<file path="src/rtl/wshc_pkg.sv">
// ----------------------------------------------------------------------------
// wshc_pkg
// Shared widths, register indexes, hint bundle and sideband types for the
// window size-hint constraint core.
// ----------------------------------------------------------------------------
package wshc_pkg;

  // Width of one window dimension.
  localparam int DIM_W = 16;
  localparam logic [DIM_W-1:0] DIM_MAX = '1;

  // Divider operand widths: a 2*DIM_W product doubled plus a term, divided
  // by a doubled DIM_W value.
  localparam int PROD_W = 2 * DIM_W;
  localparam int NUM_W  = PROD_W + 1;
  localparam int DEN_W  = DIM_W + 1;

  // One quotient bit per divider step, plus the divider's input register.
  localparam int DIV_STEPS = DIM_W;
  localparam int DIV_LAT   = DIV_STEPS + 1;

  localparam int FRONT_STAGES = 3;
  localparam int LIMIT_STAGES = 2;
  localparam int OUT_STAGES   = 1;
  localparam int LATENCY      = FRONT_STAGES + DIV_LAT + LIMIT_STAGES + DIV_LAT + OUT_STAGES;

  // Configuration port.
  localparam int CFG_W     = 32;
  localparam int CFG_IDX_W = 3;
  localparam int FLAGS_W   = 5;

  typedef enum logic [CFG_IDX_W-1:0] {
    REG_HONOR      = 3'd0,
    REG_FLAGS      = 3'd1,
    REG_BASE       = 3'd2,
    REG_MIN        = 3'd3,
    REG_MAX        = 3'd4,
    REG_INC        = 3'd5,
    REG_MIN_ASPECT = 3'd6,
    REG_MAX_ASPECT = 3'd7
  } cfg_reg_t;

  // Bit positions in hint_flags.
  localparam int FLAG_MIN    = 0;
  localparam int FLAG_MAX    = 1;
  localparam int FLAG_INC    = 2;
  localparam int FLAG_ASPECT = 3;
  localparam int FLAG_BASE   = 4;

  // Hints decoded from the configuration registers.
  typedef struct packed {
    logic             honor;
    logic             aspect_en;
    logic             max_en;
    logic             inc_en;
    logic [DIM_W-1:0] bw;
    logic [DIM_W-1:0] bh;
    logic [DIM_W-1:0] rbw;
    logic [DIM_W-1:0] rbh;
    logic [DIM_W-1:0] mw;
    logic [DIM_W-1:0] mh;
    logic [DIM_W-1:0] xw;
    logic [DIM_W-1:0] xh;
    logic [DIM_W-1:0] iw;
    logic [DIM_W-1:0] ih;
    logic [DIM_W-1:0] mnn;
    logic [DIM_W-1:0] mnd;
    logic [DIM_W-1:0] mxn;
    logic [DIM_W-1:0] mxd;
  } hints_t;

  typedef enum logic [1:0] {
    ASP_NONE   = 2'd0,
    ASP_HEIGHT = 2'd1,
    ASP_WIDTH  = 2'd2
  } asp_mode_t;

  // Sideband carried through the aspect divider.
  typedef struct packed {
    asp_mode_t        mode;
    logic             byp;
    logic [DIM_W-1:0] w;
    logic [DIM_W-1:0] h;
  } asp_side_t;

  // Sideband carried through each increment divider.
  typedef struct packed {
    logic             apply;
    logic [DIM_W-1:0] dim;
  } inc_side_t;

  localparam int TAG_W = $bits(asp_side_t);
  localparam int INC_SIDE_W = $bits(inc_side_t);

endpackage

</file>
<file path="src/rtl/wshc_div.sv">
// ----------------------------------------------------------------------------
// wshc_div
// Pipelined restoring divider: one quotient bit per stage. Quotients that do
// not fit in DIM_W bits are flagged as overflow. Carries a sideband tag.
// ----------------------------------------------------------------------------
module wshc_div (
  input  logic                        clk,
  input  logic                        rst_n,
  input  logic                        in_valid,
  input  logic [wshc_pkg::NUM_W-1:0]  in_num,
  input  logic [wshc_pkg::DEN_W-1:0]  in_den,
  input  logic [wshc_pkg::TAG_W-1:0]  in_tag,
  output logic                        out_valid,
  output logic [wshc_pkg::DIM_W-1:0]  out_quot,
  output logic [wshc_pkg::DEN_W-1:0]  out_rem,
  output logic                        out_ovf,
  output logic [wshc_pkg::TAG_W-1:0]  out_tag
);

  localparam int STEPS = wshc_pkg::DIV_STEPS;
  localparam int DIM_W = wshc_pkg::DIM_W;
  localparam int DEN_W = wshc_pkg::DEN_W;
  localparam int NUM_W = wshc_pkg::NUM_W;

  logic                        vld_r  [0:STEPS];
  logic [DIM_W-1:0]            low_r  [0:STEPS];
  logic [DEN_W-1:0]            den_r  [0:STEPS];
  logic [DEN_W-1:0]            rem_r  [0:STEPS];
  logic [DIM_W-1:0]            quot_r [0:STEPS];
  logic                        ovf_r  [0:STEPS];
  logic [wshc_pkg::TAG_W-1:0]  tag_r  [0:STEPS];

  logic ovf_nxt;

  // The quotient fits in DIM_W bits exactly when the upper dividend part is
  // below the divisor; that part is then the starting partial remainder.
  assign ovf_nxt = (in_num[NUM_W-1:DIM_W] >= in_den);

  always_ff @(posedge clk) begin
    if (!rst_n) begin
      vld_r[0] <= 1'b0;
    end else begin
      vld_r[0] <= in_valid;
    end
  end

  always_ff @(posedge clk) begin
    low_r[0]  <= in_num[DIM_W-1:0];
    den_r[0]  <= in_den;
    ovf_r[0]  <= ovf_nxt;
    rem_r[0]  <= ovf_nxt ? '0 : in_num[NUM_W-1:DIM_W];
    quot_r[0] <= '0;
    tag_r[0]  <= in_tag;
  end

  for (genvar i = 0; i < STEPS; i++) begin : g_step
    logic [DEN_W:0] trial;
    logic [DEN_W:0] diff;
    logic           fits;

    assign trial = {rem_r[i], low_r[i][DIM_W-1-i]};
    assign fits  = (trial >= {1'b0, den_r[i]});
    assign diff  = trial - {1'b0, den_r[i]};

    always_ff @(posedge clk) begin
      if (!rst_n) begin
        vld_r[i+1] <= 1'b0;
      end else begin
        vld_r[i+1] <= vld_r[i];
      end
    end

    always_ff @(posedge clk) begin
      low_r[i+1]  <= low_r[i];
      den_r[i+1]  <= den_r[i];
      ovf_r[i+1]  <= ovf_r[i];
      tag_r[i+1]  <= tag_r[i];
      rem_r[i+1]  <= fits ? diff[DEN_W-1:0] : trial[DEN_W-1:0];
      quot_r[i+1] <= {quot_r[i][DIM_W-2:0], fits};
    end
  end

  assign out_valid = vld_r[STEPS];
  assign out_quot  = quot_r[STEPS];
  assign out_rem   = rem_r[STEPS];
  assign out_ovf   = ovf_r[STEPS];
  assign out_tag   = tag_r[STEPS];

endmodule

</file>
<file path="config.mk">
export PLATFORM = sky130hd
export DESIGN_NAME = wshc_div
export DESIGN_NICKNAME = d
export VERILOG_FILES = /design/src/rtl/wshc_pkg.sv /design/src/rtl/wshc_div.sv
export SDC_FILE = /design/constraint.sdc
export NUM_CORES = 2
export LEC_CHECK = 0
export BUFFER_PORTS_ARGS = -buffer_cell sky130_fd_sc_hd__clkbuf_2
export CORE_UTILIZATION = 45
export DETAILED_ROUTE_END_ITERATION = 12
export PLACE_DENSITY = 0.57
export SLEW_MARGIN = 30
export SYNTH_ARGS = -nofsm -noshare
export SYNTH_HDL_FRONTEND = slang
export SYNTH_SLANG_ARGS = --single-unit
</file>
<file path="constraint.sdc">
create_clock -name clk -period 3.55 [get_ports clk]
set_clock_uncertainty 0.05 [all_clocks]
set_input_delay 1.065 -clock clk [delete_from_list [all_inputs] [get_ports clk]]
set_output_delay 1.065 -clock clk [all_outputs]
set_load 0.1 [all_outputs]
</file>
== Yosys cells after proc, flatten, opt, wreduce, memory -nomap -nowiden ==
Memory sizes are Yosys's and may differ from the RTL's.
Cells that the tools add are included.

* Register bits after elaboration: 0
* Memory bits (writable): 1,751
* Input port bits: 88
* Output and inout port bits: 70
* Word-level logic and storage cells: 93
* Memories kept: 7

* Add/subtract/negate cells: 16
* Order comparisons: 17
* Muxes and demuxes: 36
* Bitwise operators: 17

{| class="wikitable"
|+ Memory list
! memory !! words !! width !! rd ports !! clocked after memory_dff !! wr ports !! RTL line !! RTL
|-
| tag_r || 17 || 35 || 17 || 0 || 17 || wshc_div.sv:31 || <nowiki>logic [wshc_pkg::TAG_W-1:0] tag_r [0:STEPS];</nowiki>
|-
| den_r || 17 || 17 || 16 || 0 || 17 || wshc_div.sv:27 || <nowiki>logic [DEN_W-1:0] den_r [0:STEPS];</nowiki>
|-
| rem_r || 17 || 17 || 17 || 0 || 17 || wshc_div.sv:28 || <nowiki>logic [DEN_W-1:0] rem_r [0:STEPS];</nowiki>
|-
| low_r || 17 || 16 || 16 || 0 || 17 || wshc_div.sv:26 || <nowiki>logic [DIM_W-1:0] low_r [0:STEPS];</nowiki>
|-
| quot_r || 17 || 16 || 17 || 0 || 17 || wshc_div.sv:29 || <nowiki>logic [DIM_W-1:0] quot_r [0:STEPS];</nowiki>
|-
| ovf_r || 17 || 1 || 17 || 0 || 17 || wshc_div.sv:30 || <nowiki>logic ovf_r [0:STEPS];</nowiki>
|-
| +1 memories || n/a || n/a || n/a || n/a || n/a || n/a ||
|}

{| class="wikitable"
|+ Operators by type and width
! operator !! number
|-
| 17-bit two-way mux || 17
|-
| 18-bit by 17-bit greater-or-equal comparator with 1-bit output || 16
|-
| 17-bit subtractor || 16
|-
| 1-bit two-way mux || 19
|-
| 17-bit greater-or-equal comparator || 1
|-
| 1-bit OR || 17
|}

== Logic depth before layout (Yosys ltp) ==
* Depth after elaboration: 2
* Mapped depth: 14
* Gate-level depth less buffers: 13

== Worst setup path before layout ==
OpenSTA, ideal clock, no wires.

* Path kind: register to register
* Start point: memory low_r[14][1], in the netlist low_r[0][225]
* End point: memory rem_r[0][263] (netlist bit)
* Library setup time: 121 ps
* Data arrival time: 2,953 ps
* Data required time: 3,379 ps
* Slack: 426 ps
* Stages on the path, launching flop included: 14
* Path buffers: 1
* Period minus slack after synthesis: 3,124 ps
* Cells stage by stage: dfxtp_1 > inv_1 > ha_1 > inv_1 > fa_1 > a211oi_1 > o21ai_0 > a21oi_1 > a21oi_1 > o21ai_0 > a21oi_1 > a2111oi_4 > buf_4 > mux2_2

{| class="wikitable"
|+ RTL lines
! what !! RTL line
|-
| from (decl) || wshc_div.sv:26
|-
| to (decl) || wshc_div.sv:28
|}

==> summary.md <==
| Metric | Value |
|---|---|
| Run status | `finished, final reports clean` |
| Total area of multi-input combinational cells | `approximately 15000 um2` |
| Die Y | `between 300 and 400 um` |
| Clk Latency, worst-skew pair | `roughly 0.74 ns` |
| Die Span X | `323.7 um` |
| Initial core utilization | `~46%` |
| H-tree level count | `4` |
| Share of flip-flops with an asynchronous set or reset | `0%` |
| Total placed instance area | `48960 um2` |
| MaxCap Viol Count | `0` |
| Total Routing Usage GR | `roughly 14%` |
| Fraction of layout instances using a drive strength above 1 | `between 15 and 20%` |
| Number of warnings issued by yosys | `0` |
| Nets | `4572` |
| Routed vias | `about 26000` |
| CTS Hold Buffers Added | `0` |
| Number of distinct library cell variants in the gate-level netlist after synthesis | `70` |
| Final Max Slew Viols | `0` |
| Max Clock Freq | `approximately 0.30 GHz` |
| Initial antenna violation count | `0` |
| Syn Nets | `about 4300` |
| Register bit total from synthesis | `1462` |
| Ant. Diodes | `0` |
| Non-filler instance count after layout | `around 5700` |
| Growth of design area from synthesis to finish | `16.11%` |
| Worst rel slew slack | `around half` |
| Seq. cell area | `between 20000 and 30000 um2` |
| Total die area | `104800 um2` |
| Clock input transition at the sequential cells of the worst setup and hold paths | `around 0.06 ns` |
| Synthesized netlist cell count | `3925` |
| Count of clock tree sinks | `roughly 1500` |
| Pwr dens | `approximately 1000 nW/um2` |
| Dpl cells | `about 5400` |
| Cell area after synthesis | `46580 um2` |
| Post-synthesis area per instance | `around 12 um2` |
| Global-route wire length before repair | `approximately 120000 um` |
| # fillers | `between 8000 and 9000` |
| Ports | `~160` |
| Post-detailed-placement half-perimeter wirelength | `about 53000 um` |
| # port buffers | `approximately 160` |
| Worst Path Max Fanout | `18` |
| Wire length per cell after detailed routing | `between 10 and 15 um` |
| Actual slew at the worst max-slew pin | `~0.75 ns` |
| Remaining antenna violation count after routing | `0` |
| RSZ-0062 raised after global routing | `false` |
| Worst-case register-to-register setup slack | `approximately 0.23 ns` |
| Sequential fraction of the synthesis area | `between 60% and 70%` |
| Sort of element at the end of the critical path | `flip-flop` |
| Top cell type by total area after synthesis | `sky130_fd_sc_hd__dfxtp_1` |
| Most used flip-flop cell after synthesis | `sky130_fd_sc_hd__dfxtp_1` |
| Violation count after the first detailed-route iteration | `roughly 1100` |
| Count of TritonRoute iterations in the first routing pass | `5` |
| Number of global-route vias before repair | `about 26000` |
| Vias per cell | `4.649` |
| Kind of start point of the critical path | `flip-flop` |
| Fraction of post-synthesis cell area in the top cell type by area | `approximately 63%` |
| Number of CTS-inserted buffers | `around 150` |
| Largest net degree at the start of global routing | `31` |
| Total congestion overflow | `0` |
| TritonCTS clock tree | `done` |
| Type of the setup path with the least slack | `reg -> reg` |
| Min cycle time layout | `~3.3 ns` |
| Setup TNS | `0 ns` |
| Worst min-delay path category | `reg -> reg` |
| Number of flops mapped to enable cells by yosys | `0` |
| Placer congestion estimate | `0.8592` |
| Post-route cell area | `~54000 um2` |
| Clock root cell | `sky130_fd_sc_hd__clkbuf_16` |
| Final Worst Setup Slack | `between 0.2 and 0.25 ns` |
| Worst setup slack before clock tree synthesis | `around 0.28 ns` |
| Setup violations, final | `0` |
| Period utilisation layout | `a little over nine tenths` |
| Arrival time reported for the critical path endpoint | `between 3 and 4 ns` |
| Leakage power summed over all cells | `around 24 nW` |
| Final wirelength | `approximately 74000 um` |
| Cells taking the most area after synthesis | `sky130_fd_sc_hd__dfxtp_1 63%, sky130_fd_sc_hd__ha_1 7.8%, sky130_fd_sc_hd__mux2_2 4.1%` |
| DRC | `0` |
| Worst VDD drop | `a little under 0.6 mV` |
| Total core area | `approximately 100000 um2` |
| Max Buffers Root-to-Sink | `3` |
| Critical path data required time | `~4.1 ns` |
| Hold Violations, Final | `0` |
| Std cell rows | `between 100 and 150` |
| Total power | `roughly 0.055 W` |
cells by family after synthesis:
family | Yosys count | synth area share (%)
flops | 1462 | 62.84
compound gates | 721 | 9.915
simple gates | 568 | 5.843
buf+inv | 460 | 4.215
fa+ha+maj | 305 | 8.451
xor+xnor | 219 | 4.118
mux | 190 | 4.623
placed cells by master, fill, tap and decap left out, drive strengths merged, types with 74 or more instances in the layout:
master | Yosys | routed
nand2 | 148 | 148
dfxtp | 1462 | 1462
xnor2 | 145 | 145
clkbuf | 26 | 364
a21o | 83 | 83
a21oi | 234 | 234
inv | 367 | 372
nor2 | 157 | 157
mux2 | 177 | 177
xor2 | 74 | 74
ha | 289 | 289
o21ai | 165 | 165
flip-flops by register name (all words and copies together), names as in the netlist:
name / flops
low_r: 136
ovf_r: 17
vld_r: 17
tag_r: 595
den_r: 272
quot_r: 136
rem_r: 289
through the flow:
stage                     hold slack [ns]  util, %
final                              0.2652    52.93
after floorplan                    0.2596        -
after global routing               0.2696    52.93
after CTS                          0.2625    52.92
after detailed placement           0.2621    47.92
after global placement             0.2595    47.91
where the power goes:
part / total [W] / switching [W] / leakage, nW / internal (W)
Sequential: 0.0210 / 0.00138 / 12.3 / 0.0196
Combinational: 0.0184 / 0.00989 / 9.41 / 0.00852
Clock: 0.0156 / 0.00630 / 2.45 / 0.00931
Total: 0.0550 / 0.0176 / 24.2 / 0.0374
synth_stat cells, drive strengths merged (3+ instances only):
| library cell | count |
|---|---|
| inv | 367 |
| and3 | 12 |
| nand2b | 25 |
| o311ai | 4 |
| nand4 | 45 |
| buf | 67 |
| xor2 | 74 |
| ha | 289 |
| dfxtp | 1462 |
| mux2 | 177 |
| a21oi | 234 |
| and2 | 26 |
| a31oi | 19 |
| fa | 16 |
| a2111oi | 10 |
| o221ai | 3 |
| a221o | 3 |
| nand3 | 31 |
| o31a | 13 |
| or3 | 19 |
| a211o | 9 |
| a21boi | 19 |
| nor3b | 3 |
| o21a | 30 |
| o41ai | 8 |
| o21ai | 165 |
| nand2 | 148 |
| nor2 | 157 |
| o21bai | 41 |
| a21o | 83 |
| or2 | 10 |
| o211ai | 9 |
| a211oi | 29 |
| o31ai | 13 |
| nor3 | 52 |
| and4 | 4 |
| nor2b | 26 |
| clkbuf | 26 |
| a31o | 4 |
| mux2i | 13 |
| o22ai | 7 |
| nor4 | 7 |
| o2111ai | 7 |
| xnor2 | 145 |
routing by layer:
layer	part of all wire (%)	vias up	track usage (%)
li1	-	13720	-
met2	45	463	23.39
met5	0	-	0
met3	4.5	181	3.340
met4	3.7	0	6.918
met1	46	11980	17.69
critical path: stages, from the launching register on:
cell                       delay, ns
sky130_fd_sc_hd__dfxtp_1        0.29
sky130_fd_sc_hd__inv_1          0.06
sky130_fd_sc_hd__ha_1           0.17
sky130_fd_sc_hd__inv_1          0.06
sky130_fd_sc_hd__fa_1           0.41
sky130_fd_sc_hd__a21o_1         0.21
sky130_fd_sc_hd__a221oi_2       0.34
sky130_fd_sc_hd__a21oi_2        0.14
sky130_fd_sc_hd__a311oi_4       0.40
sky130_fd_sc_hd__o31ai_1        0.14
sky130_fd_sc_hd__a31oi_1        0.28
sky130_fd_sc_hd__o21ai_4        0.25
sky130_fd_sc_hd__mux2_4         0.38
final cells by class:
class | count | area share [%]
Multi-Input combinational cell | 2003 | 28.47
Clock buffer | 207 | 7.736
Tap cell | 1368 | 3.165
Inverter | 367 | 2.547
Timing Repair Buffer | 199 | 2.244
Clock inverter | 59 | 1.721
Sequential cell | 1462 | 54.12
path summary, 6_finish.rpt:
path            startpoint            end  depth (start not counted)
max          low_r[0][240]    rem_r[1][8]                         12
min reg2reg  tag_r[0][527]  tag_r[0][562]                          0
min          tag_r[0][527]  tag_r[0][562]                          0
max reg2reg  low_r[0][240]    rem_r[1][8]                         12
repair_timing:
item                                    CTS  global route
gates resized for setup                   0             1
hold endpoints to repair                  0             0
buffers inserted                          0             0
endpoints found under the setup margin    0             6
(Power assumes the default switching activity.)
