## config.mk

```make
export PLATFORM = sky130hd
export DESIGN_NAME = wshc_front
export DESIGN_NICKNAME = d
export VERILOG_FILES = /design/src/rtl/wshc_pkg.sv /design/src/rtl/wshc_front.sv
export SDC_FILE = /design/constraint.sdc
export NUM_CORES = 2
export LEC_CHECK = 0
export BUFFER_PORTS_ARGS = -buffer_cell sky130_fd_sc_hd__buf_2
export CAP_MARGIN = 30
export CORE_ASPECT_RATIO = 0.5
export CORE_MARGIN = 2
export CORE_UTILIZATION = 35
export CTS_CLUSTER_DIAMETER = 60
export DETAILED_ROUTE_END_ITERATION = 16
export GPL_ROUTABILITY_DRIVEN = 0
export GPL_TIMING_DRIVEN = 0
export REMOVE_ABC_BUFFERS = 1
export SYNTH_ARGS = -nofsm -noshare
export SYNTH_HDL_FRONTEND = slang
export SYNTH_SLANG_ARGS = --single-unit
export TNS_END_PERCENT = 10
```

## constraint.sdc

```tcl
create_clock -name clk -period 7.21 [get_ports clk]
set_clock_uncertainty 0.1 [all_clocks]
set_input_delay 0.3605 -clock clk [delete_from_list [all_inputs] [get_ports clk]]
set_output_delay 0.3605 -clock clk [all_outputs]
set_load 0.05 [all_outputs]
```

## src/rtl/wshc_pkg.sv

```systemverilog
// ----------------------------------------------------------------------------
// wshc_pkg
// Shared widths, register indexes, hint bundle and sideband types for the
// window size-hint constraint core.
// ----------------------------------------------------------------------------
package wshc_pkg;

  // Width of one window dimension.
  localparam int DIM_W = 16;
  localparam logic [DIM_W-1:0] DIM_MAX = '1;

  // Divider operand widths: a 2*DIM_W product doubled plus a term, divided
  // by a doubled DIM_W value.
  localparam int PROD_W = 2 * DIM_W;
  localparam int NUM_W  = PROD_W + 1;
  localparam int DEN_W  = DIM_W + 1;

  // One quotient bit per divider step, plus the divider's input register.
  localparam int DIV_STEPS = DIM_W;
  localparam int DIV_LAT   = DIV_STEPS + 1;

  localparam int FRONT_STAGES = 3;
  localparam int LIMIT_STAGES = 2;
  localparam int OUT_STAGES   = 1;
  localparam int LATENCY      = FRONT_STAGES + DIV_LAT + LIMIT_STAGES + DIV_LAT + OUT_STAGES;

  // Configuration port.
  localparam int CFG_W     = 32;
  localparam int CFG_IDX_W = 3;
  localparam int FLAGS_W   = 5;

  typedef enum logic [CFG_IDX_W-1:0] {
    REG_HONOR      = 3'd0,
    REG_FLAGS      = 3'd1,
    REG_BASE       = 3'd2,
    REG_MIN        = 3'd3,
    REG_MAX        = 3'd4,
    REG_INC        = 3'd5,
    REG_MIN_ASPECT = 3'd6,
    REG_MAX_ASPECT = 3'd7
  } cfg_reg_t;

  // Bit positions in hint_flags.
  localparam int FLAG_MIN    = 0;
  localparam int FLAG_MAX    = 1;
  localparam int FLAG_INC    = 2;
  localparam int FLAG_ASPECT = 3;
  localparam int FLAG_BASE   = 4;

  // Hints decoded from the configuration registers.
  typedef struct packed {
    logic             honor;
    logic             aspect_en;
    logic             max_en;
    logic             inc_en;
    logic [DIM_W-1:0] bw;
    logic [DIM_W-1:0] bh;
    logic [DIM_W-1:0] rbw;
    logic [DIM_W-1:0] rbh;
    logic [DIM_W-1:0] mw;
    logic [DIM_W-1:0] mh;
    logic [DIM_W-1:0] xw;
    logic [DIM_W-1:0] xh;
    logic [DIM_W-1:0] iw;
    logic [DIM_W-1:0] ih;
    logic [DIM_W-1:0] mnn;
    logic [DIM_W-1:0] mnd;
    logic [DIM_W-1:0] mxn;
    logic [DIM_W-1:0] mxd;
  } hints_t;

  typedef enum logic [1:0] {
    ASP_NONE   = 2'd0,
    ASP_HEIGHT = 2'd1,
    ASP_WIDTH  = 2'd2
  } asp_mode_t;

  // Sideband carried through the aspect divider.
  typedef struct packed {
    asp_mode_t        mode;
    logic             byp;
    logic [DIM_W-1:0] w;
    logic [DIM_W-1:0] h;
  } asp_side_t;

  // Sideband carried through each increment divider.
  typedef struct packed {
    logic             apply;
    logic [DIM_W-1:0] dim;
  } inc_side_t;

  localparam int TAG_W = $bits(asp_side_t);
  localparam int INC_SIDE_W = $bits(inc_side_t);

endpackage

```

## src/rtl/wshc_front.sv

```systemverilog
// ----------------------------------------------------------------------------
// wshc_front
// Input register, aspect cross products and aspect branch selection. Feeds
// the rounding division that rebuilds the constrained dimension.
// ----------------------------------------------------------------------------
module wshc_front (
  input  logic                        clk,
  input  logic                        rst_n,
  input  logic                        in_valid,
  input  logic [wshc_pkg::DIM_W-1:0]  in_w,
  input  logic [wshc_pkg::DIM_W-1:0]  in_h,
  input  logic                        in_fs,
  input  wshc_pkg::hints_t            hints,
  output logic                        div_valid,
  output logic [wshc_pkg::NUM_W-1:0]  div_num,
  output logic [wshc_pkg::DEN_W-1:0]  div_den,
  output logic [wshc_pkg::TAG_W-1:0]  div_tag
);

  localparam int DIM_W  = wshc_pkg::DIM_W;
  localparam int PROD_W = wshc_pkg::PROD_W;
  localparam int NUM_W  = wshc_pkg::NUM_W;

  // Stage 1: input register.
  logic             v1_r;
  logic [DIM_W-1:0] w1_r, h1_r;
  logic             byp1_r;

  // Stage 2: cross products.
  logic              v2_r;
  logic [DIM_W-1:0]  w2_r, h2_r;
  logic              byp2_r, asp2_r;
  logic [PROD_W-1:0] pa2_r, pb2_r, pc2_r, pd2_r;

  // Stage 3: division operands.
  logic                       v3_r;
  logic [NUM_W-1:0]           num3_r;
  logic [wshc_pkg::DEN_W-1:0] den3_r;
  wshc_pkg::asp_side_t        side3_r;

  logic [DIM_W-1:0]           dx, dy;
  logic                       asp_nxt;
  logic                       lt, gt;
  wshc_pkg::asp_mode_t        mode_nxt;
  logic [NUM_W-1:0]           num_nxt;
  logic [wshc_pkg::DEN_W-1:0] den_nxt;

  always_ff @(posedge clk) begin
    if (!rst_n) begin
      v1_r <= 1'b0;
      v2_r <= 1'b0;
      v3_r <= 1'b0;
    end else begin
      v1_r <= in_valid;
      v2_r <= v1_r;
      v3_r <= v2_r;
    end
  end

  always_ff @(posedge clk) begin
    w1_r   <= in_w;
    h1_r   <= in_h;
    byp1_r <= !hints.honor || in_fs;
  end

  assign dx = w1_r - hints.rbw;
  assign dy = h1_r - hints.rbh;
  assign asp_nxt = !byp1_r && hints.aspect_en && (w1_r > hints.rbw) && (h1_r > hints.rbh);

  always_ff @(posedge clk) begin
    w2_r   <= w1_r;
    h2_r   <= h1_r;
    byp2_r <= byp1_r;
    asp2_r <= asp_nxt;
    pa2_r  <= PROD_W'(dx) * PROD_W'(hints.mnd);
    pb2_r  <= PROD_W'(hints.mnn) * PROD_W'(dy);
    pc2_r  <= PROD_W'(dx) * PROD_W'(hints.mxd);
    pd2_r  <= PROD_W'(hints.mxn) * PROD_W'(dy);
  end

  assign lt = (pa2_r < pb2_r);
  assign gt = (pc2_r > pd2_r);

  // Too narrow for the minimum ratio: rebuild the height. Too wide for the
  // maximum ratio: rebuild the width. Adding half the divisor rounds half up.
  always_comb begin
    if (asp2_r && lt) begin
      mode_nxt = wshc_pkg::ASP_HEIGHT;
    end else if (asp2_r && gt) begin
      mode_nxt = wshc_pkg::ASP_WIDTH;
    end else begin
      mode_nxt = wshc_pkg::ASP_NONE;
    end
    case (mode_nxt)
      wshc_pkg::ASP_HEIGHT: begin
        num_nxt = {pa2_r, 1'b0} + NUM_W'(hints.mnn);
        den_nxt = {hints.mnn, 1'b0};
      end
      wshc_pkg::ASP_WIDTH: begin
        num_nxt = {pd2_r, 1'b0} + NUM_W'(hints.mxd);
        den_nxt = {hints.mxd, 1'b0};
      end
      default: begin
        num_nxt = '0;
        den_nxt = '1;
      end
    endcase
  end

  always_ff @(posedge clk) begin
    num3_r       <= num_nxt;
    den3_r       <= den_nxt;
    side3_r.mode <= mode_nxt;
    side3_r.byp  <= byp2_r;
    side3_r.w    <= w2_r;
    side3_r.h    <= h2_r;
  end

  assign div_valid = v3_r;
  assign div_num   = num3_r;
  assign div_den   = den3_r;
  assign div_tag   = side3_r;

endmodule

```

# Yosys cells after proc, flatten, opt, wreduce, memory -nomap -nowiden
# Cells that the tools add are included.
# W data, S select, Z words.
[totals]
wordCells = 46
ff_bits = 283
output_inout_bits = 86
romBits = 0
in_bits = 264
ram_bits = 0
latchBits = 0
mem_count = 0
[op_classes]
div = 0
n_reduce_logical = 8
n_shift = 0
muxes = 4
order_cmp = 4
add_sub_neg = 4
n_mul = 4
bitwise = 0
n_eq_ne = 2
[op_table]
columns = ["operator", "count"]
rows = [
  ["$mul A16 B16 Y32", 4],
  ["$add A33 B16 Y33", 2],
  ["$pmux W33 S2", 1],
  ["$pmux W17 S2", 1],
  ["$gt A16 B16 Y1", 2],
  ["$gt A32 B32 Y1", 1],
  ["$lt A32 B32 Y1", 1],
  ["$sub A16 B16 Y16", 2],
  ["$logic_and A1 B1 Y1", 5],
  ["$mux W2", 2],
  ["$eq A2 B1 Y1 const B", 1],
  ["$eq A2 B2 Y1 const B", 1],
  ["$logic_not A1 Y1", 2],
  ["$logic_or A1 B1 Y1", 1],
]

# Longest topological paths before layout
[logic_depth]
word_depth = 6
depth_mapped = 35
mapped_depth_nobuf = 34

# Least setup slack after synthesis
# Ideal clock, no wire load.
[synth_timing]
kind = "input to register"
start = "input port hints[176] in the netlist's numbering"
end = "register pa2_r[31]"
n_path_buf = 1
arrival_ns = 7.475
path_slack_ns = -0.486
path_stages = 32
path_cell_list = "ha_1 -> fa_1 -> nor2b_1 -> o21ai_1 -> a21boi_1 -> o21ai_1 -> a21boi_1 -> o21a_1 -> o21a_1 -> nor2_1 -> clkbuf_1 -> and2_1 -> fa_1 -> inv_1 -> fa_1 -> inv_1 -> fa_1 -> fa_1 -> fa_1 -> inv_1 -> fa_1 -> inv_1 -> ha_1 -> and2_1 -> nand4_1 -> or3_1 -> a311o_1 -> a21oi_2 -> o32ai_1 -> o21ai_1 -> a21oi_1 -> xnor2_1"
[synth_between]
elab_chain_len = 2
[synth_rtl]
columns = ["element", "line", "source"]
rows = [
  ["from (decl)", "wshc_front.sv:13", "input wshc_pkg::hints_t hints,"],
  ["$sub A16 B16 Y16", "wshc_front.sv:66", "assign dx = w1_r - hints.rbw;"],
  ["$mul A16 B16 Y32", "wshc_front.sv:75", "pa2_r <= PROD_W'(dx) * PROD_W'(hints.mnd);"],
  ["to (signal assigned)", "wshc_front.sv:75", ""],
  ["to (decl)", "wshc_front.sv:33", "logic [PROD_W-1:0] pa2_r, pb2_r, pc2_r, pd2_r;"],
]
# Every way passes these cells.
# A chain may end at the register's enable or synchronous reset.

# Worst setup path in the final report
[layout_timing]
start = "register w1_r[0]"
end = "register pa2_r[29]"
[layout_between]
elab_chain_len = 2
[layout_rtl]
columns = ["element", "line", "source"]
rows = [
  ["from (decl)", "wshc_front.sv:26", "logic [DIM_W-1:0] w1_r, h1_r;"],
  ["from (signal assigned)", "wshc_front.sv:61", "w1_r <= in_w;"],
  ["$sub A16 B16 Y16", "wshc_front.sv:66", ""],
  ["$mul A16 B16 Y32", "wshc_front.sv:75", ""],
]
# Every way passes these cells.

==> out/metrics.yaml <==
grt_pass1_wl_mm: 192.1
io_buffers: 219
hold_viol_final: 0
worstPathArrival_ps: 8330
cts_root_buf: "clkbuf_16"
antenna_found_initial: 7
fillers: 12637
slowest_stage: "fa_1"
synth_enable_flop_cells: 0
max_stage_delay_ps: 570
ys_ff_latch: 283
die_w_um: 511.8
cpMostUsedCell: "fa_1"
end_kind: "flop"
cts.sinks: 283
yosysSeqAreaShare: 0.1256
violations: "setup timing"
die_area_sq_mm: 0.1320
rows: 93
syn_avg_cell_area_sq_um: 8.982
fp.coreArea_sq_mm: 0.1283
yosysUniqueCellTypes: 84
required_ps: 7570
synthCells: 5024
drv_slew: 0
synthToLayoutAreaGrowth_pct: 16.46
status: "finished, violations left"
crit_path_start_kind: "flop"
grt_setup_unrepaired: "yes"
synth_top_flop_cell: "dfxtp_1"
initial_utilization: 0.3516
drc: 0
clk_pin_slew_ps: 60
period_minus_slack_ps: 7970
final_nets: 6854
max_freq_mhz: 125.5
async_flop_share: 0
worstSkewPairLatency_ps: 550
cp_max_fo: 6
finalSetupViolCount: 55
cap_violations: 0
cts_buffer_depth: 3
vias: 33845
wl_per_cell_um: 17.10
maxSlewHeadroom: 0.2076
yosys_warnings: 0
syn-cell-area_sq_mm: 0.04512
wl_mm: 119.8
worstMarginPinSlew_ps: 1180
ant_nets: 0
grt_usage: 0.1821
timing.final.ws_setup_ps: -760.0
final_core_util: 0.4095
drt-initial-drc-count: 1713
htree_levels: 2
fp.dieH_um: 257.9
overflow: 0
worstSetupPathType: "flop to flop"
cts_inserted_buffers: 35
pin_count: 350
hp-class: "input pin to flop"
grt_max_degree: 46
first_pass_iters: 5
viasPerCell: 4.833
grt_pass1_vias: 35160
dpl.hpwl_mm: 91.51
cts_tree: "done"
fin_crit_sh: 1.105
setup_tns_ps: -20210
layout-drive-gt1-share: 0.1346
## layout make-up
cell class	count	area, sq um	share of cell area
clock inverter	15	150.1	0.002857
antenna	5	12.51	0.0002381
inverter	1067	4005	0.07621
multi-input combinational	3491	36610	0.6967
timing repair buffer	390	3040	0.05785
sequential	283	5669	0.1079
tap	1710	2140	0.04071
clock buffer	42	922.1	0.01755
## through the flow
step / area (sq um) / worst slack (ps) / instances / hold WS (ps)
6_report: 52550 / -760.0 / 7003 / 131.6
5_1_grt: 52550 / -1025 / 7000 / 129.2
4_1_cts: 51910 / -709.7 / 6977 / 99.75
3_5_place_dp: 48630 / -1761 / 6809 / 212.1
3_3_place_gp: 47640 / -4781 / 6767 / 209.6
2_1_floorplan: 44400 / -1379 / 4838 / 209.6
## flip-flops by register name, summed over array words and instances (netlist names), 17 cells and up
signal / count
pd2_r: 32
pc2_r: 32
div_den: 17
div_num: 33
pb2_r: 32
div_tag: 35
pa2_r: 32
## synth_stat cells, types with 3 or more instances
| cell | n | area share |
|---|---|---|
| nor4_1 | 8 | 0.0011 |
| a41oi_1 | 4 | 0.00078 |
| a21boi_1 | 5 | 0.00083 |
| a21o_1 | 93 | 0.015 |
| a211o_1 | 6 | 0.0012 |
| nor2_1 | 135 | 0.011 |
| a211oi_1 | 21 | 0.0035 |
| or3_1 | 18 | 0.0025 |
| o21ai_0 | 81 | 0.0090 |
| fa_1 | 780 | 0.35 |
| and3_1 | 24 | 0.0033 |
| mux2_2 | 4 | 0.0010 |
| o41ai_1 | 4 | 0.00078 |
| and4_1 | 4 | 0.00078 |
| o21a_1 | 23 | 0.0038 |
| nand3b_1 | 4 | 0.00067 |
| or2_2 | 7 | 0.00097 |
| o31ai_1 | 4 | 0.00067 |
| a31oi_1 | 12 | 0.0017 |
| nand2b_1 | 52 | 0.0072 |
| a31o_2 | 4 | 0.00078 |
| o21bai_1 | 25 | 0.0042 |
| a2111oi_0 | 3 | 0.00058 |
| a221oi_1 | 3 | 0.00058 |
| a21boi_0 | 5 | 0.00083 |
| buf_2 | 8 | 0.00089 |
| nand2_1 | 607 | 0.050 |
| clkbuf_1 | 174 | 0.014 |
| a2111o_1 | 3 | 0.00075 |
| nor2b_1 | 83 | 0.012 |
| o22ai_1 | 14 | 0.0019 |
| o2111ai_1 | 4 | 0.00078 |
| xnor2_1 | 128 | 0.025 |
| ha_1 | 542 | 0.15 |
| nor3_1 | 47 | 0.0052 |
| xor2_1 | 55 | 0.011 |
| and2_1 | 405 | 0.056 |
| a22o_1 | 4 | 0.00078 |
| dfxtp_1 | 283 | 0.13 |
| o211ai_1 | 12 | 0.0020 |
| o21ai_1 | 15 | 0.0017 |
| nand3_1 | 37 | 0.0041 |
| inv_1 | 1066 | 0.089 |
| a21oi_1 | 125 | 0.014 |
| nand4_1 | 34 | 0.0047 |
## metal layers
layer | track usage | share of wire
met5 | 0 | 0.00038
met4 | 0.04977 | 0.029
met3 | 0.02209 | 0.054
met2 | 0.3072 | 0.48
met1 | 0.2468 | 0.44
## what timing repair did
item                                    CTS  global route
cloned                                    4             2
pin swaps                               128           100
hold endpoints to repair                 36             0
gates resized for setup                 234           110
hold buffers                             37             0
setup buffers                            71            21
endpoints found under the setup margin   77            74
## worst max-delay path: cells and delay by family (launching register included)
family | cells | cell delay, ps
simple gates | 4 | 760
buf+inv | 8 | 700
xor+xnor | 1 | 180
compound gates | 12 | 2120
flops | 1 | 330
fa+ha+maj | 9 | 3650
## kinds of logic (layout without fill, tap and decap cells)
family                   after synthesis  count (layout)  share of synthesized area
AND/OR/NAND/NOR                     1475            1478                     0.1618
flip-flops                           283             283                     0.1256
adder cells (fa/ha/maj)             1322            1322                     0.4963
XOR/XNOR                             183             183                    0.03552
buffers and inverters               1253            1514                     0.1048
other                                  0               5                          0
AO/OA/AOI/OAI                        503             503                    0.07475
multiplexers                           5               5                   0.001220
## worst paths after layout
check	start	endpoint	slack (ps)	cells after the start
worst max register to register	w1_r[0]$_DFF_P_	pa2_r[29]$_DFF_P_	-760	34
worst min register to register	w2_r[3]$_DFF_P_	div_tag[19]$_DFF_P_	220	0
worst min-delay path	hints[16]	pd2_r[0]$_DFF_P_	130	2
worst max-delay path	w1_r[0]$_DFF_P_	pa2_r[29]$_DFF_P_	-760	34
## placed cells by master, fill, tap and decap left out, types with 44 or more instances in the layout
master / n
a21o_1: 90
a21oi_1: 85
and2_1: 399
buf_2: 219
buf_4: 69
dfxtp_1: 280
fa_1: 758
ha_1: 495
inv_1: 1044
nand2_1: 597
nand2b_1: 52
nor2_1: 124
nor2b_1: 78
nor3_1: 45
o21ai_0: 63
xnor2_1: 99
xor2_1: 44
Power is left out: the tool's default activity adds up to more than one toggle a clock period on the data nets, which glitch-free logic cannot reach.
