$ cat config.mk
export PLATFORM = sky130hd
export DESIGN_NAME = wshc_limit
export DESIGN_NICKNAME = d
export VERILOG_FILES = /design/src/rtl/wshc_pkg.sv /design/src/rtl/wshc_limit.sv
export SDC_FILE = /design/constraint.sdc
export NUM_CORES = 1
export LEC_CHECK = 0
export BUFFER_PORTS_ARGS = -buffer_cell sky130_fd_sc_hd__buf_2
export CAP_MARGIN = 20
export CORE_AREA = 5 5 174 176
export CTS_CLUSTER_SIZE = 14
export DETAILED_ROUTE_END_ITERATION = 8
export DIE_AREA = 0 0 179 181
export GPL_TIMING_DRIVEN = 0
export SLEW_MARGIN = 20
export SYNTH_ARGS = -nofsm -noshare
export SYNTH_HDL_FRONTEND = slang
export SYNTH_SLANG_ARGS = --single-unit
$ cat constraint.sdc
create_clock -name clk -period 13.05 [get_ports clk]
set_input_delay 0.6525 -clock clk [delete_from_list [all_inputs] [get_ports clk]]
set_output_delay 0.6525 -clock clk [all_outputs]
set_load 0.02 [all_outputs]
$ cat src/rtl/wshc_pkg.sv
// ----------------------------------------------------------------------------
// wshc_pkg
// Shared widths, register indexes, hint bundle and sideband types for the
// window size-hint constraint core.
// ----------------------------------------------------------------------------
package wshc_pkg;

  // Width of one window dimension.
  localparam int DIM_W = 16;
  localparam logic [DIM_W-1:0] DIM_MAX = '1;

  // Divider operand widths: a 2*DIM_W product doubled plus a term, divided
  // by a doubled DIM_W value.
  localparam int PROD_W = 2 * DIM_W;
  localparam int NUM_W  = PROD_W + 1;
  localparam int DEN_W  = DIM_W + 1;

  // One quotient bit per divider step, plus the divider's input register.
  localparam int DIV_STEPS = DIM_W;
  localparam int DIV_LAT   = DIV_STEPS + 1;

  localparam int FRONT_STAGES = 3;
  localparam int LIMIT_STAGES = 2;
  localparam int OUT_STAGES   = 1;
  localparam int LATENCY      = FRONT_STAGES + DIV_LAT + LIMIT_STAGES + DIV_LAT + OUT_STAGES;

  // Configuration port.
  localparam int CFG_W     = 32;
  localparam int CFG_IDX_W = 3;
  localparam int FLAGS_W   = 5;

  typedef enum logic [CFG_IDX_W-1:0] {
    REG_HONOR      = 3'd0,
    REG_FLAGS      = 3'd1,
    REG_BASE       = 3'd2,
    REG_MIN        = 3'd3,
    REG_MAX        = 3'd4,
    REG_INC        = 3'd5,
    REG_MIN_ASPECT = 3'd6,
    REG_MAX_ASPECT = 3'd7
  } cfg_reg_t;

  // Bit positions in hint_flags.
  localparam int FLAG_MIN    = 0;
  localparam int FLAG_MAX    = 1;
  localparam int FLAG_INC    = 2;
  localparam int FLAG_ASPECT = 3;
  localparam int FLAG_BASE   = 4;

  // Hints decoded from the configuration registers.
  typedef struct packed {
    logic             honor;
    logic             aspect_en;
    logic             max_en;
    logic             inc_en;
    logic [DIM_W-1:0] bw;
    logic [DIM_W-1:0] bh;
    logic [DIM_W-1:0] rbw;
    logic [DIM_W-1:0] rbh;
    logic [DIM_W-1:0] mw;
    logic [DIM_W-1:0] mh;
    logic [DIM_W-1:0] xw;
    logic [DIM_W-1:0] xh;
    logic [DIM_W-1:0] iw;
    logic [DIM_W-1:0] ih;
    logic [DIM_W-1:0] mnn;
    logic [DIM_W-1:0] mnd;
    logic [DIM_W-1:0] mxn;
    logic [DIM_W-1:0] mxd;
  } hints_t;

  typedef enum logic [1:0] {
    ASP_NONE   = 2'd0,
    ASP_HEIGHT = 2'd1,
    ASP_WIDTH  = 2'd2
  } asp_mode_t;

  // Sideband carried through the aspect divider.
  typedef struct packed {
    asp_mode_t        mode;
    logic             byp;
    logic [DIM_W-1:0] w;
    logic [DIM_W-1:0] h;
  } asp_side_t;

  // Sideband carried through each increment divider.
  typedef struct packed {
    logic             apply;
    logic [DIM_W-1:0] dim;
  } inc_side_t;

  localparam int TAG_W = $bits(asp_side_t);
  localparam int INC_SIDE_W = $bits(inc_side_t);

endpackage

$ cat src/rtl/wshc_limit.sv
// ----------------------------------------------------------------------------
// wshc_limit
// Applies the aspect result, then the minimum and maximum size, and prepares
// the offsets above the base size for the increment snapping.
// ----------------------------------------------------------------------------
module wshc_limit (
  input  logic                        clk,
  input  logic                        rst_n,
  input  logic                        in_valid,
  input  logic [wshc_pkg::DIM_W-1:0]  in_quot,
  input  logic                        in_ovf,
  input  logic [wshc_pkg::TAG_W-1:0]  in_tag,
  input  wshc_pkg::hints_t            hints,
  output logic                        mod_valid,
  output logic [wshc_pkg::NUM_W-1:0]  mod_num_w,
  output logic [wshc_pkg::NUM_W-1:0]  mod_num_h,
  output logic [wshc_pkg::DEN_W-1:0]  mod_den_w,
  output logic [wshc_pkg::DEN_W-1:0]  mod_den_h,
  output logic [wshc_pkg::TAG_W-1:0]  mod_tag_w,
  output logic [wshc_pkg::TAG_W-1:0]  mod_tag_h
);

  localparam int DIM_W = wshc_pkg::DIM_W;
  localparam int NUM_W = wshc_pkg::NUM_W;
  localparam int DEN_W = wshc_pkg::DEN_W;
  localparam int TAG_W = wshc_pkg::TAG_W;

  wshc_pkg::asp_side_t side;
  logic [DIM_W-1:0]    rb;
  logic [DIM_W:0]      sum;
  logic [DIM_W-1:0]    aval;
  logic [DIM_W-1:0]    wa, ha;

  logic             v1_r, byp1_r;
  logic [DIM_W-1:0] w1_r, h1_r;
  logic [DIM_W-1:0] w1_nxt, h1_nxt;

  logic             v2_r;
  logic [DIM_W-1:0] w2, h2, tw, th;
  logic             apply;
  logic [NUM_W-1:0] num_w_r, num_h_r;
  logic [DEN_W-1:0] den_w_r, den_h_r;
  wshc_pkg::inc_side_t side_w_r, side_h_r;

  assign side = wshc_pkg::asp_side_t'(in_tag);
  assign rb   = (side.mode == wshc_pkg::ASP_WIDTH) ? hints.rbw : hints.rbh;
  assign sum  = {1'b0, in_quot} + {1'b0, rb};
  assign aval = (in_ovf || sum[DIM_W]) ? wshc_pkg::DIM_MAX : sum[DIM_W-1:0];

  always_comb begin
    wa = side.w;
    ha = side.h;
    case (side.mode)
      wshc_pkg::ASP_HEIGHT: ha = aval;
      wshc_pkg::ASP_WIDTH:  wa = aval;
      default: ;
    endcase
    w1_nxt = wa;
    h1_nxt = ha;
    if (!side.byp) begin
      if (wa < hints.mw) w1_nxt = hints.mw;
      if (ha < hints.mh) h1_nxt = hints.mh;
    end
  end

  always_ff @(posedge clk) begin
    if (!rst_n) begin
      v1_r <= 1'b0;
      v2_r <= 1'b0;
    end else begin
      v1_r <= in_valid;
      v2_r <= v1_r;
    end
  end

  always_ff @(posedge clk) begin
    w1_r   <= w1_nxt;
    h1_r   <= h1_nxt;
    byp1_r <= side.byp;
  end

  // A zero maximum on an axis means that axis has no limit.
  assign w2 = (!byp1_r && hints.max_en && (hints.xw != '0) && (w1_r > hints.xw)) ?
              hints.xw : w1_r;
  assign h2 = (!byp1_r && hints.max_en && (hints.xh != '0) && (h1_r > hints.xh)) ?
              hints.xh : h1_r;
  assign tw = (w2 > hints.bw) ? w2 - hints.bw : '0;
  assign th = (h2 > hints.bh) ? h2 - hints.bh : '0;
  assign apply = !byp1_r && hints.inc_en;

  always_ff @(posedge clk) begin
    num_w_r        <= NUM_W'(tw);
    num_h_r        <= NUM_W'(th);
    den_w_r        <= DEN_W'(hints.iw);
    den_h_r        <= DEN_W'(hints.ih);
    side_w_r.apply <= apply;
    side_w_r.dim   <= w2;
    side_h_r.apply <= apply;
    side_h_r.dim   <= h2;
  end

  assign mod_valid = v2_r;
  assign mod_num_w = num_w_r;
  assign mod_num_h = num_h_r;
  assign mod_den_w = den_w_r;
  assign mod_den_h = den_h_r;
  assign mod_tag_w = TAG_W'(side_w_r);
  assign mod_tag_h = TAG_W'(side_h_r);

endmodule

======== Word-level counts from Yosys, hierarchy flattened ========
Index checks and enable logic that the tools add are counted.
storage, ports and cells
  flip-flop bits (word level) ............. 132
  bits of input ports ..................... 283
  output and inout port bits .............. 171
  word-level logic and storage cells ...... 43
cells by class
  add/sub/neg operators ................... 3
  $lt $le $gt $ge ......................... 6
  eq/ne operators ......................... 2
  multiplexer cells ....................... 10
  reductions and logical operators ........ 10
operators by type and width
  cell                  number
  $mux W16              10
  $gt A16 B16 Y1        4
  $lt A16 B16 Y1        2
  $reduce_bool A16 Y1   2
  $sub A16 B16 Y16      2
  $add A16 B16 Y17      1
  $logic_and A1 B1 Y1   6
  $eq A2 B1 Y1 const B  1
  $eq A2 B2 Y1 const B  1
  $logic_not A1 Y1      1
  $logic_or A1 B1 Y1    1

======== Depth between registers and ports, before layout ========
Gate-level depths: netlist of the first run.
  depth in word-level cells ............... 9
  depth in mapped cells ................... 25
  mapped depth without buffers ............ 22

======== Worst setup path before layout of the first run ========
Ideal clock, no wire load.
  path type ............................... input -> register
  from .................................... input port in_tag[34] (netlist bit)
  to ...................................... register w1_r[10]
  setup time .............................. 121 ps
  arrival time ............................ 5272 ps
  required time ........................... 12929 ps
  slack ................................... 7657 ps
  stages .................................. 24
  buffers on the path ..................... 3
  path through ............................ nor2b_1 > clkbuf_1 > clkbuf_1 > nand2_1 > nand2_1 > ha_1 > inv_1 > fa_1 > nand2b_1 > a21oi_1 > nor2_1 > o21ai_0 > a41oi_1 > xor2_1 > a31oi_1 > ha_1 > nand4_1 > or2_2 > nor2_1 > a2111oi_0 > o221ai_1 > a31oi_2 > buf_4 > mux2_2
between the ends
  longest elaborated chain between the ends .. 9
RTL lines
  element               RTL line                            RTL
  start, declared       wshc_limit.sv:12                    input logic [wshc_pkg::TAG_W-1:0] in_tag,
  $eq A2 B2 Y1 *        wshc_limit.sv:46, wshc_limit.sv:53
  $mux W16              wshc_limit.sv:46                    assign rb = (side.mode == wshc_pkg::ASP_WIDTH) ? hints.rbw : hints.rbh;
  $add A16 B16 Y17      wshc_limit.sv:47                    assign sum = {1'b0, in_quot} + {1'b0, rb};
  $logic_or A1 B1 Y1    wshc_limit.sv:48                    assign aval = (in_ovf || sum[DIM_W]) ? wshc_pkg::DIM_MAX : sum[DIM_W-1:0];
  $mux W16              wshc_limit.sv:48
  $mux W16 *            wshc_limit.sv:53                    case (side.mode)
  $lt A16 B16 Y1        wshc_limit.sv:61                    if (wa < hints.mw) w1_nxt = hints.mw;
  $mux W16              wshc_limit.sv:61
  $mux W16 *            wshc_limit.sv:60                    if (!side.byp) begin
  via w1_nxt[10]        wshc_limit.sv:36                    logic [DIM_W-1:0] w1_nxt, h1_nxt;
  end signal, assigned  wshc_limit.sv:77                    w1_r <= w1_nxt;
  end, declared         wshc_limit.sv:35                    logic [DIM_W-1:0] w1_r, h1_r;
Mark *: on every way through the listed nets, which the timed path passes. The rest lies on a longest branch.
A chain may end at the register's enable or synchronous reset.

======== Worst setup path in the final report of the first run ========
  from .................................... input port in_tag[34] (netlist bit)
  to ...................................... register w1_r[8]
Same word-level chain as after synthesis.

==> summary.md, run 1 <==
| Metric | Value |
|---|---|
| Overflow left after global routing | `0` |
| Power per cell area | `between 100 and 150 nW/um^2` |
| Initial antenna violation count | `7` |
| Worst EP required | `13.35 ns` |
| Wire length per cell | `16.1 um` |
| Clock Pin Slew Worst Setup and Hold Paths | `0.07 ns` |
| Combinational Power Share | `between 30% and 40%` |
| Share of cells above drive strength 1 | `33.9%` |
| Worst hold path depth | `1` |
| RSZ-0062 raised after global routing | `no` |
| Pin count of the biggest net entering global routing | `17` |
| DIE AREA | `32400 um^2` |
| Area growth syn-to-layout | `33.8%` |
| Final hold violations | `0` |
| Clock Latency Late Sink | `around 0.42 ns` |
| Drt total wl | `29300 um` |
| Dpl hpwl | `25500 um` |
| 1st-pass router iterations | `5` |
| Sw frac | `a little under two fifths` |
| Row Count | `62` |
| Post-CTS Setup Bufs | `0` |
| Slew Limit Fails | `0` |
| Post-synth EDFFs | `0` |
| DRC errors left | `0` |
| Worst EP arrival | `around 7.0 ns` |
| Syn_area_per_cell | `~8.6 um^2` |
| TritonCTS clock tree | `done` |
| HP Class | `in -> reg` |
| Non-Filler Instances | `1819` |
| Die Span Y | `181 um` |
| Status | `finished clean` |
| Routability cong. | `between 0.8 and 0.9` |
| Max frequency | `approximately 150 MHz` |
| Starting DRT DRC Count | `334` |
| NumNets Final | `around 1800` |
| Internal power | `between 900 and 1000 uW` |
| Hold buffer count at CTS | `0` |
| Async set or reset register ratio after synthesis | `0%` |
| Core Box Area | `28500 um^2` |
| Crit Path Class | `in -> reg` |
| Final Skew | `0.0114 ns` |
| Maximum buffer depth of the clock tree | `2` |
| Least-Margin Pin Slew | `approximately 0.80 ns` |
| Setup_tns | `0 ns` |
| Design Power | `between 1500 and 2000 uW` |
| Power share of the clock group | `30.4%` |
| Num CTS Buffers | `17` |
| Ys flop type | `dfxtp_1` |
| Global-route wire length before repair | `between 40000 and 50000 um` |
| Post-Syn Area | `around 8700 um^2` |
| Starting Density | `30.5%` |
| I/O pin count | `about 450` |
| # placed instances | `1784` |
| Slew Limit Headroom | `a little under half` |
| Vias post-DR | `~8000` |
| Worst setup EP type | `register` |
| Post-cts gate resize count | `0` |
| Clock sinks | `between 100 and 150` |
| Seq/Total Area, Yosys | `30.4%` |
| Reg power frac | `31.3%` |
| Via/cell ratio | `around 4.4` |
| Setup crit start kind | `input pin` |
| Net load switching power | `between 500 and 600 uW` |
| Library cells used by synthesis | `56` |
| Reg2Reg Depth | `22` |
| ANT nets after route | `0` |
| GRT Util Overall | `17.4%` |
| Period minus WS final | `6.66 ns` |
| Port Buf Inserts | `315` |
| Leak pwr | `0.00620 uW` |
| H-tree levels | `4` |
| Final setup viols | `0` |
| Vias in the first global route | `approximately 8000` |
| Synth Register Bits | `132` |
| Fill count | `2928` |
| Synth Warn # | `0` |
| Worst Path Max Fanout | `10` |
| Final hold slack | `~0.33 ns` |
| Peak supply drop | `roughly 0.057 mV` |
| Final period util | `51.1%` |
| Max-cap violation count | `0` |
| CTS root buffer | `clkbuf_16` |
| Die W | `approximately 180 um` |
| Syn Inst Count | `between 1000 and 1500` |
[final timing paths]
path                                 start           end  slack, ns
worst min register to register        v1_r     mod_valid       0.44
worst max-delay path            in_tag[34]       w1_r[8]       6.39
worst max register to register     w1_r[6]  mod_num_w[5]       7.63
worst min-delay path             hints[82]  mod_den_w[2]       0.33
[sequential cells by signal, indices dropped and copies added, names as in the netlist, 16 cells and up]
register and flops:
h1_r 16, mod_den_h 16, mod_den_w 16, mod_num_h 16
mod_num_w 16, mod_tag_h 17, mod_tag_w 16, w1_r 16
[critical path: stages]
cell and delay (ns):
buf_2 0.10, nor2b_1 0.17, clkbuf_1 0.48, clkbuf_1 0.52, buf_1 0.45, nand2_1 0.10
nand2_1 0.10, ha_1 0.23, buf_2 0.16, a21oi_1 0.23, a31o_1 0.22, and4_1 0.33
buf_1 0.46, a31oi_1 0.32, ha_1 0.38, a21o_1 0.18, a21oi_1 0.14, nor2b_1 0.06
a2111oi_0 0.41, o221ai_1 0.23, a31oi_2 0.40, buf_4 0.28, mux2_2 0.37
[power groups by stage]
stage / sequential [uW] / clock, uW / combinational, uW
final: 499 / 484 / 609
after global routing: 506 / 519 / 674
after CTS: 499 / 498 / 612
after detailed placement: 508 / 0 / 608
after global placement: 507 / 0 / 603
after floorplan: 578 / 0 / 346
[cell type report]
cell class                      instances  area [um^2]  area share [%]
Multi-Input combinational cell        744         5250            45.1
Sequential cell                       132         2640            22.7
Timing Repair Buffer                  315         1580            13.6
Buffer                                 92          634            5.45
Tap cell                              384          480            4.13
Inverter                              117          439            3.78
Clock buffer                           17          425            3.66
Clock inverter                         15          179            1.54
Antenna cell                            3         7.51          0.0645
[placed cells by master, fill, tap and decap left out, drive strengths merged, types with 37 or more instances in the layout]
| cell type | Yosys | routed |
|---|---|---|
| mux2 | 64 | 64 |
| o21ai | 37 | 37 |
| dfxtp | 132 | 132 |
| ha | 110 | 110 |
| inv | 117 | 127 |
| a21oi | 51 | 51 |
| conb | 1 | 72 |
| nor2 | 90 | 90 |
| buf | 80 | 395 |
| nand2 | 79 | 79 |
[routing by layer]
| layer | vias to the layer above | share of wire [%] | wire [um] | global-route usage, % |
|---|---|---|---|---|
| met4 | 8 | 1.7 | 496 | 5.25 |
| met3 | 38 | 7.9 | 2320 | 4.20 |
| met1 | 3550 | 41 | 12000 | 20.4 |
| li1 | 4157 | - | - | - |
| met5 | - | 0.17 | 51 | 0 |
| met2 | 316 | 49 | 14400 | 31.0 |
[cell families (layout without fill, tap and decap cells)]
family | count (synthesis) | count (layout) | synth area share (%)
multiplexers | 68 | 68 | 8.75
other | 1 | 75 | 0.0431
AND/OR/NAND/NOR | 266 | 266 | 14.1
flip-flops | 132 | 132 | 30.4
adder cells (fa/ha/maj) | 113 | 113 | 16.5
buffers and inverters | 209 | 556 | 12.3
AO/OA/AOI/OAI | 189 | 189 | 14.2
XOR/XNOR | 36 | 36 | 3.63
[per-stage QoR]
stage	util [%]	setup WS [ns]	instance area, um^2
5_1_grt	40.9	5.82	11600
3_3_place_gp	38.7	5.80	11000
2_1_floorplan	-	7.66	8960
3_5_place_dp	38.7	5.89	11000
6_report	40.9	6.39	11600
4_1_cts	40.8	6.28	11600
[cell usage after synthesis, types with 2 or more instances]
cell,count,area share (%)
buf_2,3,0.17
ha_1,110,16
fa_1,3,0.69
o21ai_1,2,0.12
a221oi_1,3,0.30
and2_1,3,0.22
a2111oi_0,2,0.20
o31a_1,3,0.30
xnor2_1,21,2.1
mux2_2,54,7.0
o21bai_1,7,0.60
clkbuf_1,12,0.52
o221ai_1,3,0.30
o31ai_1,2,0.17
a21o_1,33,2.8
mux2i_1,4,0.46
o211ai_1,4,0.35
nor3b_1,3,0.26
nor2b_1,14,1.0
mux2_1,10,1.3
or3_1,4,0.29
a211oi_1,8,0.69
inv_1,117,5.1
nand3_1,10,0.58
o21ai_0,35,2.0
nor3_1,14,0.81
and3_1,2,0.14
nor2_1,90,3.9
nand2_1,79,3.4
nand2b_1,11,0.79
a31oi_1,15,1.1
buf_1,2,0.086
xor2_1,15,1.5
dfxtp_1,132,30
a21oi_1,51,2.9
nor4_1,12,0.86
o21a_1,6,0.52
nand4_1,20,1.4
o41ai_1,4,0.40
buf_4,74,6.4
a41oi_1,2,0.20
(Power assumes the default switching activity.)
==> inputs of run 2 (changes only) <==
--- a/config.mk
+++ b/config.mk
@@ -5,12 +5,13 @@
 export SDC_FILE = /design/constraint.sdc
 export NUM_CORES = 1
 export LEC_CHECK = 0
+export ABC_AREA = 1
 export BUFFER_PORTS_ARGS = -buffer_cell sky130_fd_sc_hd__buf_2
 export CAP_MARGIN = 20
-export CORE_AREA = 5 5 174 176
+export CORE_AREA = 5 5 173 175
 export CTS_CLUSTER_SIZE = 14
 export DETAILED_ROUTE_END_ITERATION = 8
-export DIE_AREA = 0 0 179 181
+export DIE_AREA = 0 0 178 180
 export GPL_TIMING_DRIVEN = 0
 export SLEW_MARGIN = 20
 export SYNTH_ARGS = -nofsm -noshare
==> constraint.sdc (replaced) <==
create_clock -name clk -period 5.55 [get_ports clk]
set_input_delay 0.2775 -clock clk [delete_from_list [all_inputs] [get_ports clk]]
set_output_delay 0.2775 -clock clk [all_outputs]
set_load 0.02 [all_outputs]
==> summary.md, run 2 <==
| Metric | Value |
|---|---|
| Status | `finished clean` |
| Crit Path Class | `in -> reg` |
| CTS root buffer | `clkbuf_16` |
| Starting Density | `30.5% (-0.049 points)` |
| Post-synth EDFFs | `0 (unchanged)` |
| Maximum buffer depth of the clock tree | `2 (unchanged)` |
| Synth area leader | `dfxtp_1` |
| Synth Register Bits | `132 (unchanged)` |
| Highest-delay cell along the critical path | `clkbuf_1` |
| ANT nets after route | `0 (unchanged)` |
| DIE AREA | `32000 um^2 (-1.1%)` |
| Wire length per cell | `13.9 um (-14%)` |
| Drt total wl | `28500 um (-2.6%)` |
| PnR worst setup slack | `0.703 ns (-5.68 ns)` |
| Synth cell count leaders | `346 x nand2_1, 165 x inv_1, 132 x dfxtp_1` |
| Final core area utilization | `41.9% (+1.1 points)` |
| Reg2Reg Depth | `24 (+9.1%)` |
| Die Span Y | `180 um (-0.55%)` |
| GRT Util Overall | `17.1% (-0.29 points)` |
| Count leader, synth | `nand2_1` |
| Final period util | `approximately 87%` |
| Die W | `178 um (-0.56%)` |
| Share of cells above drive strength 1 | `26.9% (-7.0 points)` |
| Port Buf Inserts | `315 (unchanged)` |
| Peak supply drop | `0.205 mV (+260%)` |
| Final hold violations | `0 (unchanged)` |
| Worst hold path depth | `3 (+2)` |
| Share of the synthesized area in the top cell type | `30.6% (+0.22 points)` |
| NumNets Final | `2051 (+13%)` |
| Initial antenna violation count | `4 (-3)` |
| Most used cell, CP | `nand2_1` |
| TritonCTS clock tree | `done` |
| Syn_area_per_cell | `7.09 um^2 (-17%)` |
| Slew Limit Headroom | `44.7% (-1.3 points)` |
| RSZ-0062 raised after global routing | `no` |
| Clock Latency Late Sink | `0.42 ns (about the same)` |
| Max-cap violation count | `0 (unchanged)` |
| Ys flop type | `dfxtp_1` |
| Non-Filler Instances | `2053 (+13%)` |
| Final setup viols | `0 (unchanged)` |
| HP Class | `in -> reg` |
| Commonest non-fill, non-tap cells in the layout | `346 x nand2_1, 319 x buf_2, 165 x inv_1, 132 x dfxtp_1, 110 x ha_1` |
| Setup_tns | `0 ns (unchanged)` |
| Setup crit start kind | `input pin` |
| Commonest non-fill, non-tap cell in the layout | `nand2_1` |
| Vias post-DR | `8949 (+11%)` |
| Worst setup EP type | `register` |
| Seq/Total Area, Yosys | `30.6% (+0.22 points)` |
| Synth Warn # | `0 (unchanged)` |
| Num CTS Buffers | `17 (unchanged)` |
| Slew Limit Fails | `0 (unchanged)` |
| Starting DRT DRC Count | `309 (-7.5%)` |
| Area growth syn-to-layout | `37.5%` |
| Least-Margin Pin Slew | `0.821 ns (+0.0206 ns)` |
| Final Skew | `0.00940 ns (-0.00203 ns)` |
| Power per cell area | `313 nW/um^2 (+130%)` |
| Syn Inst Count | `1217 (+20%)` |
| Core Box Area | `28300 um^2 (-0.54%)` |
| Post-Syn Area | `8630 um^2 (-0.71%)` |
| 1st-pass router iterations | `5 (unchanged)` |
| # placed instances | `1987 (+11%)` |
| Dpl hpwl | `24700 um (-3.1%)` |
| Global-route wire length before repair | `43800 um (+0.16%)` |
| HP Start | `in_valid` |
| Post-Place Setup Slack | `-0.0260 ns (-5.91 ns)` |
| Worst Path Max Fanout | `10 (unchanged)` |
| Leak pwr | `0.00691 uW (+11%)` |
| Max frequency | `206 MHz` |
| Pin count of the biggest net entering global routing | `17 (unchanged)` |
| I/O pin count | `454 (unchanged)` |
| DRC errors left | `0 (unchanged)` |
| H-tree levels | `4 (unchanged)` |
| Row Count | `62 (unchanged)` |
| CP max stage delay | `0.44 ns (-0.08 ns)` |
| Vias in the first global route | `8909 (+9.0%)` |
| Worst EP required | `5.90 ns (-7.45 ns)` |
| Top cells by area, synth | `dfxtp_1 31%, ha_1 16%, nand2_1 15%` |
| Clock Pin Slew Worst Setup and Hold Paths | `0.06 ns (about the same)` |
| Max reg flops | `17 (unchanged)` |
| R2R Path Start | `h1_r[1]` |
| Crit. Startpoint | `in_tag[33]` |
| Period minus WS final | `4.85 ns` |
| Overflow left after global routing | `0 (unchanged)` |
| Worst EP arrival | `5.20 ns (-1.76 ns)` |
| Via/cell ratio | `4.36 (-1.7%)` |
| Clock sinks | `132 (unchanged)` |
| Routability cong. | `0.859 (+1.9%)` |
| Fill count | `2933 (+0.17%)` |
| Async set or reset register ratio after synthesis | `0% (unchanged)` |
| Library cells used by synthesis | `42 (-25%)` |
[run 2: metrics by stage]
step | power [uW] | cell area [um^2] | hold slack, ns
4_1_cts | 3750 | 11900 | 0.0169
3_3_place_gp | 2630 | 11000 | 0.380
5_1_grt | 3990 | 11900 | 0.0565
2_1_floorplan | 2190 | 8900 | 0.305
6_report | 3720 | 11900 | 0.0445
3_5_place_dp | 2650 | 11000 | 0.381
[run 2: critical path, delay by kind of cell]
kind	cells	cell delay (ns)
AO/OA/AOI/OAI	5	1.09
adder cells (fa/ha/maj)	2	0.47
buffers and inverters	6	1.63
AND/OR/NAND/NOR	14	1.70
[run 2: per-layer routing]
metal	GRT usage (%)	up-vias	part of all wire (%)
li1	-	4661	-
met3	4.50	45	8.6
met5	0	-	0.16
met4	5.48	6	2.5
met2	30.3	354	48
met1	19.8	3883	41
[run 2: cells by family (layout without fill, tap and decap cells)]
logic type	count (synthesis)	in the layout	synth area share (%)
AO/OA/AOI/OAI	183	183	11.6
XOR/XNOR	15	15	1.52
adder cells (fa/ha/maj)	113	113	16.6
buffers and inverters	262	642	14.8
flip-flops	132	132	30.6
other	1	73	0.0434
AND/OR/NAND/NOR	511	511	24.8
[run 2: repair_timing]
item	4_1_cts	5_1_grt
resized for setup	0	4
hold buffers	33	0
setup endpoints to repair	0	20
hold endpoints to repair	33	0
buffers inserted	0	0
[run 2: final cells by class]
class                           count  area, um^2  area share, %
Sequential cell                   132        2640           22.3
Multi-Input combinational cell    894        5000           42.1
Tap cell                          384         480           4.05
Antenna cell                        1        2.50         0.0211
Clock buffer                       17         425           3.58
Clock inverter                     15         141           1.19
Buffer                             95         652           5.49
Inverter                          167         627           5.28
Timing Repair Buffer              348        1910           16.1
[run 2: worst paths after layout]
check | to | slack (ns)
worst min register to register | mod_valid | 0.42
worst max-delay path | h1_r[5] | 0.70
worst max register to register | mod_num_h[8] | 1.19
worst min-delay path | v1_r | 0.04
[run 2: report_power, final]
group	switching (uW)	internal, uW
combinational	925	545
sequential	56.3	1130
clock	470	593
total	1450	2270
